## src/sorted_alarm_queue_top_defines.svh

```systemverilog
// ----------------------------------------------------------------------------
// Sorted alarm queue assertion macros
// Concurrent check wrappers, clocked on clk and held off while rst_n is low.
// ----------------------------------------------------------------------------
`ifndef SORTED_ALARM_QUEUE_TOP_DEFINES_SVH
`define SORTED_ALARM_QUEUE_TOP_DEFINES_SVH

`ifndef NO_ASSERTIONS
// Same-cycle implication.
`define SAQ_ASSERT_IMP(lbl, pre, post, msg) \
    lbl: assert property (@(posedge clk) disable iff (!rst_n) (pre) |-> (post)) \
        else $error(msg);
// Next-cycle implication.
`define SAQ_ASSERT_NXT(lbl, pre, post, msg) \
    lbl: assert property (@(posedge clk) disable iff (!rst_n) (pre) |=> (post)) \
        else $error(msg);
`else
`define SAQ_ASSERT_IMP(lbl, pre, post, msg)
`define SAQ_ASSERT_NXT(lbl, pre, post, msg)
`endif

`endif

```

## src/saq_pkg.sv

```systemverilog
// ----------------------------------------------------------------------------
// Sorted alarm queue package
// Shared sizes, codes and word types for the alarm queue cell chain.
// ----------------------------------------------------------------------------
`timescale 1ns / 1ps
`default_nettype none

package saq_pkg;

    localparam int QUEUE_DEPTH = 16;
    localparam int ACT_W       = 8;
    localparam int TAG_W       = 16;
    localparam int TIME_W      = 32;
    localparam int RCNT_W      = 5;
    localparam int RCNT_MAX    = 31;
    localparam int CNT_RAW_W   = $clog2(QUEUE_DEPTH + 1);
    localparam int CNT_W       = (CNT_RAW_W > RCNT_W) ? CNT_RAW_W : RCNT_W;

    typedef enum logic [1:0] {
        FUNC_INSERT = 2'd0,
        FUNC_CANCEL = 2'd1,
        FUNC_GRAB   = 2'd2,
        FUNC_POP    = 2'd3
    } func_t;

    typedef enum logic [1:0] {
        STAT_OK   = 2'd0,
        STAT_FULL = 2'd1,
        STAT_NONE = 2'd2
    } stat_t;

    typedef enum logic [1:0] {
        CELL_HOLD,
        CELL_INSERT,
        CELL_MARK,
        CELL_SQUEEZE
    } cell_op_t;

    typedef enum logic [1:0] {
        ST_IDLE,
        ST_EXEC,
        ST_SQUEEZE,
        ST_DONE
    } state_t;

    typedef struct packed {
        func_t               func;
        logic [ACT_W-1:0]    action;
        logic [TAG_W-1:0]    tag;
        logic [TIME_W-1:0]   alarm_time;
    } cmd_word_t;

    typedef struct packed {
        stat_t               status;
        logic [ACT_W-1:0]    out_action;
        logic [TAG_W-1:0]    out_tag;
        logic [TIME_W-1:0]   out_time;
        logic [RCNT_W-1:0]   removed_count;
    } rsp_word_t;

    typedef struct packed {
        logic                valid;
        logic                kill;
        logic [ACT_W-1:0]    action;
        logic [TAG_W-1:0]    tag;
        logic [TIME_W-1:0]   due;
    } entry_t;

    typedef struct packed {
        cell_op_t            op;
        func_t               func;
        logic [ACT_W-1:0]    action;
        logic [TAG_W-1:0]    tag;
        logic [TIME_W-1:0]   alarm_time;
    } cell_ctrl_t;

    typedef struct packed {
        logic                full;
        logic                any_kill;
        entry_t              pick;
    } chain_stat_t;

endpackage

`default_nettype wire

```

## src/sorted_alarm_queue_top.sv

```systemverilog
// ----------------------------------------------------------------------------
// Sorted alarm queue top level
// Command port, sequencer and response register around the slot chain.
// ----------------------------------------------------------------------------
// The queue holds up to 16 alarms sorted by due time in a row of slot cells,
// the head in slot 0. One command word is taken at a time: insert, cancel by
// mask, grab exact match, or pop due head. Insert shifts the later entries
// one slot back at once across the chain and places the new alarm after every
// entry due no later, so equal times leave first in, first out. Removals
// first mark the victims in every cell at once, then squeeze out one marked
// slot per cycle as the tail moves forward by one cell. An insert passes the
// execute and done states before the next command word is taken; a removal
// that drops k entries (k from 0 to 16) passes execute, k squeeze steps, a
// last check and done. The response word sits in an output register, so a
// command may be taken while an earlier response still waits under rsp_stall.
// ----------------------------------------------------------------------------
`timescale 1ns / 1ps
`default_nettype none
`include "sorted_alarm_queue_top_defines.svh"

module sorted_alarm_queue_top (
    input  wire logic                clk,
    input  wire logic                rst_n,
    input  wire logic                cmd_valid,
    output logic                     cmd_stall,
    input  wire saq_pkg::cmd_word_t  cmd,
    output logic                     rsp_valid,
    input  wire logic                rsp_stall,
    output saq_pkg::rsp_word_t       rsp
);

    localparam int CW = saq_pkg::CNT_W;

    saq_pkg::state_t      state_reg, state_next;
    saq_pkg::cmd_word_t   cmd_reg, cmd_next;
    saq_pkg::rsp_word_t   res_reg, res_next;
    saq_pkg::rsp_word_t   rsp_reg, rsp_next;
    logic                 rsp_valid_reg, rsp_valid_next;
    logic [CW-1:0]        cnt_reg, cnt_next;
    saq_pkg::cell_ctrl_t  ctrl;
    saq_pkg::chain_stat_t chain_stat;
    logic [saq_pkg::RCNT_W-1:0] removed_sat;

    saq_chain u_chain (
        .clk   (clk),
        .rst_n (rst_n),
        .ctrl  (ctrl),
        .stat  (chain_stat)
    );

    // Take a new command only between operations.
    assign cmd_stall = (state_reg != saq_pkg::ST_IDLE);
    assign rsp_valid = rsp_valid_reg;
    assign rsp       = rsp_reg;

    // Clamp the removal count to the width of the response field.
    assign removed_sat = (cnt_reg > CW'(saq_pkg::RCNT_MAX))
                         ? saq_pkg::RCNT_W'(saq_pkg::RCNT_MAX)
                         : cnt_reg[saq_pkg::RCNT_W-1:0];

    always_comb
    begin
        state_next     = state_reg;
        cmd_next       = cmd_reg;
        res_next       = res_reg;
        cnt_next       = cnt_reg;
        rsp_next       = rsp_reg;
        rsp_valid_next = rsp_valid_reg;

        ctrl.op         = saq_pkg::CELL_HOLD;
        ctrl.func       = cmd_reg.func;
        ctrl.action     = cmd_reg.action;
        ctrl.tag        = cmd_reg.tag;
        ctrl.alarm_time = cmd_reg.alarm_time;

        // Drop the response word once the far side takes it.
        if (rsp_valid_reg && !rsp_stall)
        begin
            rsp_valid_next = 1'b0;
        end

        case (state_reg)
            saq_pkg::ST_IDLE:
            begin
                if (cmd_valid)
                begin
                    cmd_next   = cmd;
                    cnt_next   = '0;
                    state_next = saq_pkg::ST_EXEC;
                end
            end

            saq_pkg::ST_EXEC:
            begin
                res_next = '0;
                if (cmd_reg.func == saq_pkg::FUNC_INSERT)
                begin
                    if (chain_stat.full)
                    begin
                        res_next.status = saq_pkg::STAT_FULL;
                    end
                    else
                    begin
                        ctrl.op         = saq_pkg::CELL_INSERT;
                        res_next.status = saq_pkg::STAT_OK;
                    end
                    state_next = saq_pkg::ST_DONE;
                end
                else
                begin
                    // Mark victims; cancel reports done even with no hit.
                    ctrl.op         = saq_pkg::CELL_MARK;
                    res_next.status = (cmd_reg.func == saq_pkg::FUNC_CANCEL)
                                      ? saq_pkg::STAT_OK : saq_pkg::STAT_NONE;
                    state_next      = saq_pkg::ST_SQUEEZE;
                end
            end

            saq_pkg::ST_SQUEEZE:
            begin
                if (chain_stat.any_kill)
                begin
                    // Advance the tail over the first marked slot.
                    ctrl.op  = saq_pkg::CELL_SQUEEZE;
                    cnt_next = cnt_reg + CW'(1);
                    if (cmd_reg.func != saq_pkg::FUNC_CANCEL)
                    begin
                        res_next.status     = saq_pkg::STAT_OK;
                        res_next.out_action = chain_stat.pick.action;
                        res_next.out_tag    = chain_stat.pick.tag;
                        res_next.out_time   = chain_stat.pick.due;
                    end
                end
                else
                begin
                    state_next = saq_pkg::ST_DONE;
                end
            end

            saq_pkg::ST_DONE:
            begin
                // Hold until the response register is free.
                if (!rsp_valid_reg || !rsp_stall)
                begin
                    rsp_next               = res_reg;
                    rsp_next.removed_count = removed_sat;
                    rsp_valid_next         = 1'b1;
                    state_next             = saq_pkg::ST_IDLE;
                end
            end

            default:
                state_next = saq_pkg::ST_IDLE;
        endcase
    end

    always_ff @(posedge clk or negedge rst_n)
    begin
        if (!rst_n)
        begin
            state_reg     <= saq_pkg::ST_IDLE;
            rsp_valid_reg <= 1'b0;
            cnt_reg       <= '0;
        end
        else
        begin
            state_reg     <= state_next;
            rsp_valid_reg <= rsp_valid_next;
            cnt_reg       <= cnt_next;
        end
    end

    always_ff @(posedge clk)
    begin
        cmd_reg <= cmd_next;
        res_reg <= res_next;
        rsp_reg <= rsp_next;
    end

    // An accepted command word always starts execution next cycle.
    `SAQ_ASSERT_NXT(a_accept_exec, cmd_valid && !cmd_stall, state_reg == saq_pkg::ST_EXEC, "accepted word did not start execution")
    // No slot may stay marked once the sequencer is back to idle.
    `SAQ_ASSERT_IMP(a_idle_no_kill, state_reg == saq_pkg::ST_IDLE, !chain_stat.any_kill, "marked slot left after removal")
    // The squeeze count never passes the number of slots.
    `SAQ_ASSERT_IMP(a_cnt_bound, state_reg == saq_pkg::ST_SQUEEZE, cnt_reg <= CW'(saq_pkg::QUEUE_DEPTH), "removal count overran the queue")
    // An insert into a full chain must report full.
    `SAQ_ASSERT_NXT(a_full_flag, state_reg == saq_pkg::ST_EXEC && cmd_reg.func == saq_pkg::FUNC_INSERT && chain_stat.full, res_reg.status == saq_pkg::STAT_FULL, "full insert not flagged")

endmodule

`default_nettype wire

```

## src/saq_cell.sv

```systemverilog
// ----------------------------------------------------------------------------
// Sorted alarm queue cell
// One queue slot: compares against the command and trades with its neighbors.
// ----------------------------------------------------------------------------
`timescale 1ns / 1ps
`default_nettype none

module saq_cell (
    input  wire logic                clk,
    input  wire logic                rst_n,
    input  wire saq_pkg::cell_ctrl_t ctrl,
    input  wire saq_pkg::entry_t     left,
    input  wire saq_pkg::entry_t     right,
    input  wire logic                left_keep,
    input  wire logic                left_kseen,
    input  wire logic                left_mseen,
    output saq_pkg::entry_t          cur,
    output logic                     keep,
    output logic                     kseen,
    output logic                     mseen,
    output logic                     first_kill
);

    saq_pkg::entry_t ent_reg;
    saq_pkg::entry_t ent_next;
    saq_pkg::entry_t fresh;
    logic            hit;
    logic            kill_mark;

    assign cur = ent_reg;

    // Entry stays put on insert when it is due no later than the new alarm.
    assign keep       = ent_reg.valid && (ctrl.alarm_time >= ent_reg.due);
    assign kseen      = left_kseen | ent_reg.kill;
    assign first_kill = ent_reg.kill & ~left_kseen;
    assign mseen      = left_mseen | hit;

    always_comb
    begin
        fresh.valid  = 1'b1;
        fresh.kill   = 1'b0;
        fresh.action = ctrl.action;
        fresh.tag    = ctrl.tag;
        fresh.due    = ctrl.alarm_time;

        case (ctrl.func)
            saq_pkg::FUNC_CANCEL:
                hit = ent_reg.valid && ((ent_reg.action & ctrl.action) != '0)
                      && ((ctrl.tag == '0) || (ent_reg.tag == ctrl.tag));
            saq_pkg::FUNC_GRAB:
                hit = ent_reg.valid && (ent_reg.action == ctrl.action)
                      && (ent_reg.tag == ctrl.tag);
            saq_pkg::FUNC_POP:
                hit = keep;
            default:
                hit = 1'b0;
        endcase

        // Cancel drops every hit; grab and pop drop only the first.
        kill_mark = (ctrl.func == saq_pkg::FUNC_CANCEL) ? hit : (hit & ~left_mseen);

        ent_next = ent_reg;
        case (ctrl.op)
            saq_pkg::CELL_INSERT:
            begin
                if (!keep)
                begin
                    ent_next = left_keep ? fresh : left;
                end
            end
            saq_pkg::CELL_MARK:
                ent_next.kill = kill_mark;
            saq_pkg::CELL_SQUEEZE:
            begin
                if (kseen)
                begin
                    ent_next = right;
                end
            end
            default:
                ent_next = ent_reg;
        endcase
    end

    always_ff @(posedge clk or negedge rst_n)
    begin
        if (!rst_n)
        begin
            ent_reg <= '0;
        end
        else
        begin
            ent_reg <= ent_next;
        end
    end

endmodule

`default_nettype wire

```

## src/saq_chain.sv

```systemverilog
// ----------------------------------------------------------------------------
// Sorted alarm queue chain
// Row of slot cells, linked by neighbor data and prefix flags.
// ----------------------------------------------------------------------------
`timescale 1ns / 1ps
`default_nettype none

module saq_chain (
    input  wire logic                clk,
    input  wire logic                rst_n,
    input  wire saq_pkg::cell_ctrl_t ctrl,
    output saq_pkg::chain_stat_t     stat
);

    localparam int D = saq_pkg::QUEUE_DEPTH;

    saq_pkg::entry_t ent     [D];
    saq_pkg::entry_t left_e  [D];
    saq_pkg::entry_t right_e [D];
    logic            keep    [D];
    logic            kseen   [D];
    logic            mseen   [D];
    logic            fkill   [D];
    logic            lkeep   [D];
    logic            lkseen  [D];
    logic            lmseen  [D];
    saq_pkg::entry_t pick;

    for (genvar i = 0; i < D; i++)
    begin : g_cell
        if (i == 0)
        begin : g_head
            assign left_e[i] = '0;
            assign lkeep[i]  = 1'b1;
            assign lkseen[i] = 1'b0;
            assign lmseen[i] = 1'b0;
        end
        else
        begin : g_body
            assign left_e[i] = ent[i-1];
            assign lkeep[i]  = keep[i-1];
            assign lkseen[i] = kseen[i-1];
            assign lmseen[i] = mseen[i-1];
        end

        if (i == D - 1)
        begin : g_tail
            assign right_e[i] = '0;
        end
        else
        begin : g_inner
            assign right_e[i] = ent[i+1];
        end

        saq_cell u_cell (
            .clk        (clk),
            .rst_n      (rst_n),
            .ctrl       (ctrl),
            .left       (left_e[i]),
            .right      (right_e[i]),
            .left_keep  (lkeep[i]),
            .left_kseen (lkseen[i]),
            .left_mseen (lmseen[i]),
            .cur        (ent[i]),
            .keep       (keep[i]),
            .kseen      (kseen[i]),
            .mseen      (mseen[i]),
            .first_kill (fkill[i])
        );
    end

    // Select the first marked slot; at most one is flagged.
    always_comb
    begin
        pick = '0;
        for (int i = 0; i < D; i++)
        begin
            pick = pick | (fkill[i] ? ent[i] : '0);
        end
    end

    assign stat.full     = ent[D-1].valid;
    assign stat.any_kill = kseen[D-1];
    assign stat.pick     = pick;

endmodule

`default_nettype wire

```

## config.mk

```make
export PLATFORM = sky130hd
export DESIGN_NAME = sorted_alarm_queue_top
export DESIGN_NICKNAME = d
export VERILOG_FILES = /design/src/saq_pkg.sv /design/src/sorted_alarm_queue_top.sv /design/src/saq_cell.sv /design/src/saq_chain.sv
export VERILOG_INCLUDE_DIRS = /design/src /design/src/src
export SDC_FILE = /design/constraint.sdc
export NUM_CORES = 2
export LEC_CHECK = 0
export BUFFER_PORTS_ARGS = -buffer_cell sky130_fd_sc_hd__buf_2
export CORE_MARGIN = 5
export CORE_UTILIZATION = 50
export CTS_CLUSTER_SIZE = 25
export DETAILED_ROUTE_END_ITERATION = 6
export GPL_TIMING_DRIVEN = 0
export PLACE_DENSITY_LB_ADDON = 0.25
export SETUP_SLACK_MARGIN = 0.1
export SYNTH_ARGS = -nofsm -noshare
export SYNTH_HDL_FRONTEND = slang
export SYNTH_SLANG_ARGS = --single-unit
export TNS_END_PERCENT = 100
```

## constraint.sdc

```tcl
create_clock -name clk -period 5.7 [get_ports clk]
set_clock_uncertainty 0.2 [all_clocks]
set_input_delay 0.855 -clock clk [delete_from_list [all_inputs] [get_ports clk]]
set_output_delay 0.855 -clock clk [all_outputs]
set_load 0.01 [all_outputs]
```

==> impl_metrics.yaml <==
outcome:
  status: "finished, violations left"
  violations: "capacitance limit, slew limit, setup timing"
drt:
  dr.pass1.iters: 7
  wl_per_cell_um: 30.7
  via_per_inst: 6.46
  route.detailed.drc: 0
  num_vias: 78962
  postRouteAntennaNets: 0
  drt_iter0_drc: 11853
  finalWirelength_mm: 375
cells_and_area:
  finalNonFillerCells: 12219
  num-fill-cells: 14610
  largest_reg_flops: 928
  area_growth_pct: 12.7
  drive_gt1_frac: 0.0717
  fin_nets: 10643
sta:
  fin_crit_sh: 1.04
  drv_slew: 23
  rsz0062_at_grt: "false"
  hold_viol: 0
  worstMarginPinSlew_ns: 1.54
  max_freq_mhz: 169
  timing.final.ws_setup_ns: -0.204
  setup_viol: 40
  max_slew_margin: -0.0335
  fin_crit_ns: 5.90
  totalNegativeSetupSlack_ns: -3.92
yosys:
  synth_area_leaders: "dfrtp_1, mux2i_1, ha_1, edfxtp_1, o21ai_0"
  netlist_instances: 9513
  synth_fp_nets: 10222
  async_reset_ff_frac: 0.839
  synth_edf_count: 179
  yosysSeqAreaShare: 0.358
  synth_area_um2: 80500
  yosysUniqueCellTypes: 86
  synthFlopType: "dfrtp_1"
  syn_area_per_cell_um2: 8.46
  ys_warn_count: 0
  ys_seq_elements: 1115
  yosysTopAreaCell: "dfrtp_1"
  yosysTopAreaCellShare: 0.291
critical_path:
  crit_top_cell: "clkbuf_1"
  cp_max_fo: 10
  cp.required_ns: 6.21
  cp_slowest_cell: "clkbuf_1"
  critPathLaunchType: "register"
  path_class: "reg2reg"
  max_stage_delay_ns: 0.95
  crit_path_cell_trace: "clkbuf_1, nor4_4, nand4_2, nand3b_1, and3_1, buf_2, buf_2, clkbuf_1, clkbuf_2, clkbuf_1, a21oi_1, o21ai_0"
  arrival_ns: 6.41
  worstSetupEndpointType: "register"
global_routing:
  gr-usage-all-layers: 0.428
  grt_start_max_net_pins: 117
  grt_pass1_wl_mm: 523
  grt_pass1_vias: 73951
  grt-ovfl-total: 0
  antenna_found_initial: 13
floorplanning:
  pin_count: 127
  dieArea_um2: 169000
  initial_core_util: 0.502
  core_um2: 160000
  dieHeight_um: 411
  die-width_um: 411
  fp-row-count: 147
flow_run:
  drv_cap: 3
clock_network:
  path_clk_slew_ns: 0.06
  cts_tree: "done"
  htreeDepth: 4
  cts_root_buffer: "clkbuf_16"
  clock_sinks: 1115
  clockBufferDepth: 3
  numCtsBuffers: 140
  clk_latency_ns: 0.83
placement:
  gp_congestion: 1.04
  port_buffers: 126
  place_ws_ns: -1.71
  hpwl_mm: 298
  dpl.cell_count: 11816
worst_hold_path:
  min_path_type: "in2reg"
power:
  p_leak_nw: 41.4
  ir_drop_mv: 0.438
  powerDensity_nw_per_um2: 635
[per-layer routing]
layer  track usage  up-vias  share of wire
met5        0.0141        -         0.0013
met4         0.174       16          0.047
met3         0.158      782           0.15
met2         0.583     5344           0.39
met1         0.610    37997           0.42
li1              -    34823              -
[synthesized netlist by cell type (15+ instances only)]
cell type	number
ha_1	647
edfxtp_1	179
a221oi_1	187
buf_2	183
clkbuf_1	499
nor2b_1	16
nand4b_1	15
a211oi_1	138
a21o_1	90
mux2i_1	841
o22ai_1	38
xnor2_1	128
and3_1	35
xor2_1	128
mux2_2	53
nor2_1	809
inv_1	525
nor3_1	59
o21ai_0	982
o21ai_1	16
nor4_1	110
a21boi_0	59
nand3_1	108
nand2b_1	17
o211ai_1	50
nand2_1	1222
and4_1	15
buf_1	46
a21oi_1	911
nand4_1	109
a22oi_1	177
dfrtp_1	936
a31oi_1	24
[critical path: cells and delay by family, from the launching register on]
family	cells	cell delay, ns
DFF	1	0.33
buffers and inverters	6	3.97
AOI/OAI and AO/OA	2	0.36
and+or+nand+nor	4	0.88
[cell families (layout without fill, tap and decap cells)]
group	count (synthesis)	after routing	synth area share
xor gates and xnor gates	256	256	0.0279
and+or+nand+nor	2561	2561	0.135
other	0	14	0
adders and majority gates	647	647	0.101
muxes	894	894	0.112
DFF	1115	1115	0.358
buffers and inverters	1258	1790	0.0617
AOI/OAI and AO/OA	2782	2782	0.205
[what timing repair did]
item                                    CTS  global route
resized for setup                        11            36
hold buffers                             59             0
buffers inserted                         44            34
hold endpoints to repair                121             0
endpoints found under the setup margin  927           235
pin swaps                                 0             1
[power breakdown]
group	internal (mW)	total (mW)	switching (mW)
Clock	5.71	9.57	3.86
Sequential	11.5	16.6	5.16
Combinational	10.5	31.4	20.8
Total	27.7	57.6	29.9
[through the flow]
step	cell area (um^2)	utilization	hold slack, ns	power, mW
final	90700	0.566	0.119	57.6
after global routing	90700	0.566	0.106	60.3
after CTS	90200	0.563	0.0691	55.9
after detailed placement	84200	0.526	0.205	45.9
after global placement	83800	0.523	0.201	45.0
after floorplan	80500	-	0.200	33.9
[layout by cell type (no fill, tap or decap), types with 37 or more instances in the layout]
| cell | count |
|---|---|
| clkbuf_16 | 145 |
| buf_4 | 41 |
| clkbuf_1 | 512 |
| nor2_1 | 806 |
| nand2_1 | 1222 |
| mux2_2 | 53 |
| dfrtp_1 | 936 |
| dlygate4sd3_1 | 59 |
| inv_1 | 525 |
| o22ai_1 | 37 |
| xnor2_1 | 128 |
| a221oi_1 | 185 |
| o21ai_0 | 982 |
| a21oi_1 | 911 |
| edfxtp_1 | 179 |
| nand4_1 | 109 |
| a211oi_1 | 138 |
| a22oi_1 | 177 |
| nor4_1 | 109 |
| nand3_1 | 108 |
| nor3_1 | 59 |
| buf_1 | 45 |
| ha_1 | 647 |
| a21o_1 | 90 |
| o211ai_1 | 50 |
| a21boi_0 | 58 |
| mux2i_1 | 841 |
| xor2_1 | 128 |
| buf_2 | 312 |
[worst paths after layout]
check / from / to / slack (ns) / depth (start not counted)
setup / recovery: u_chain.g_cell[2].u_cell.cur[56] / u_chain.g_cell[2].u_cell.cur[1] / -0.20 / 12
hold / removal: rsp_stall / rsp_valid / 0.12 / 2
setup reg to reg: u_chain.g_cell[2].u_cell.cur[56] / u_chain.g_cell[2].u_cell.cur[1] / -0.20 / 12
hold reg to reg: res_reg[31] / rsp[31] / 0.21 / 0
max in group asynchronous: rst_n / u_chain.g_cell[15].u_cell.cur[41] / 2.81 / 5
min in group asynchronous: rst_n / u_chain.g_cell[0].u_cell.cur[10] / 0.44 / 2
[final cells by class]
| type | instances | area (um^2) | area share |
|---|---|---|---|
| plain buffers | 731 | 3010 | 0.0332 |
| repair buffers | 280 | 2610 | 0.0288 |
| flip-flops and latches | 1115 | 28800 | 0.318 |
| multi-input cells | 7140 | 46800 | 0.516 |
| clock inverters | 63 | 835 | 0.00920 |
| well taps | 2160 | 2700 | 0.0298 |
| clock buffers | 190 | 3950 | 0.0435 |
| diodes | 14 | 35.0 | 0.000386 |
| inverters | 526 | 1980 | 0.0218 |
Power figures use the tool's default switching activity.
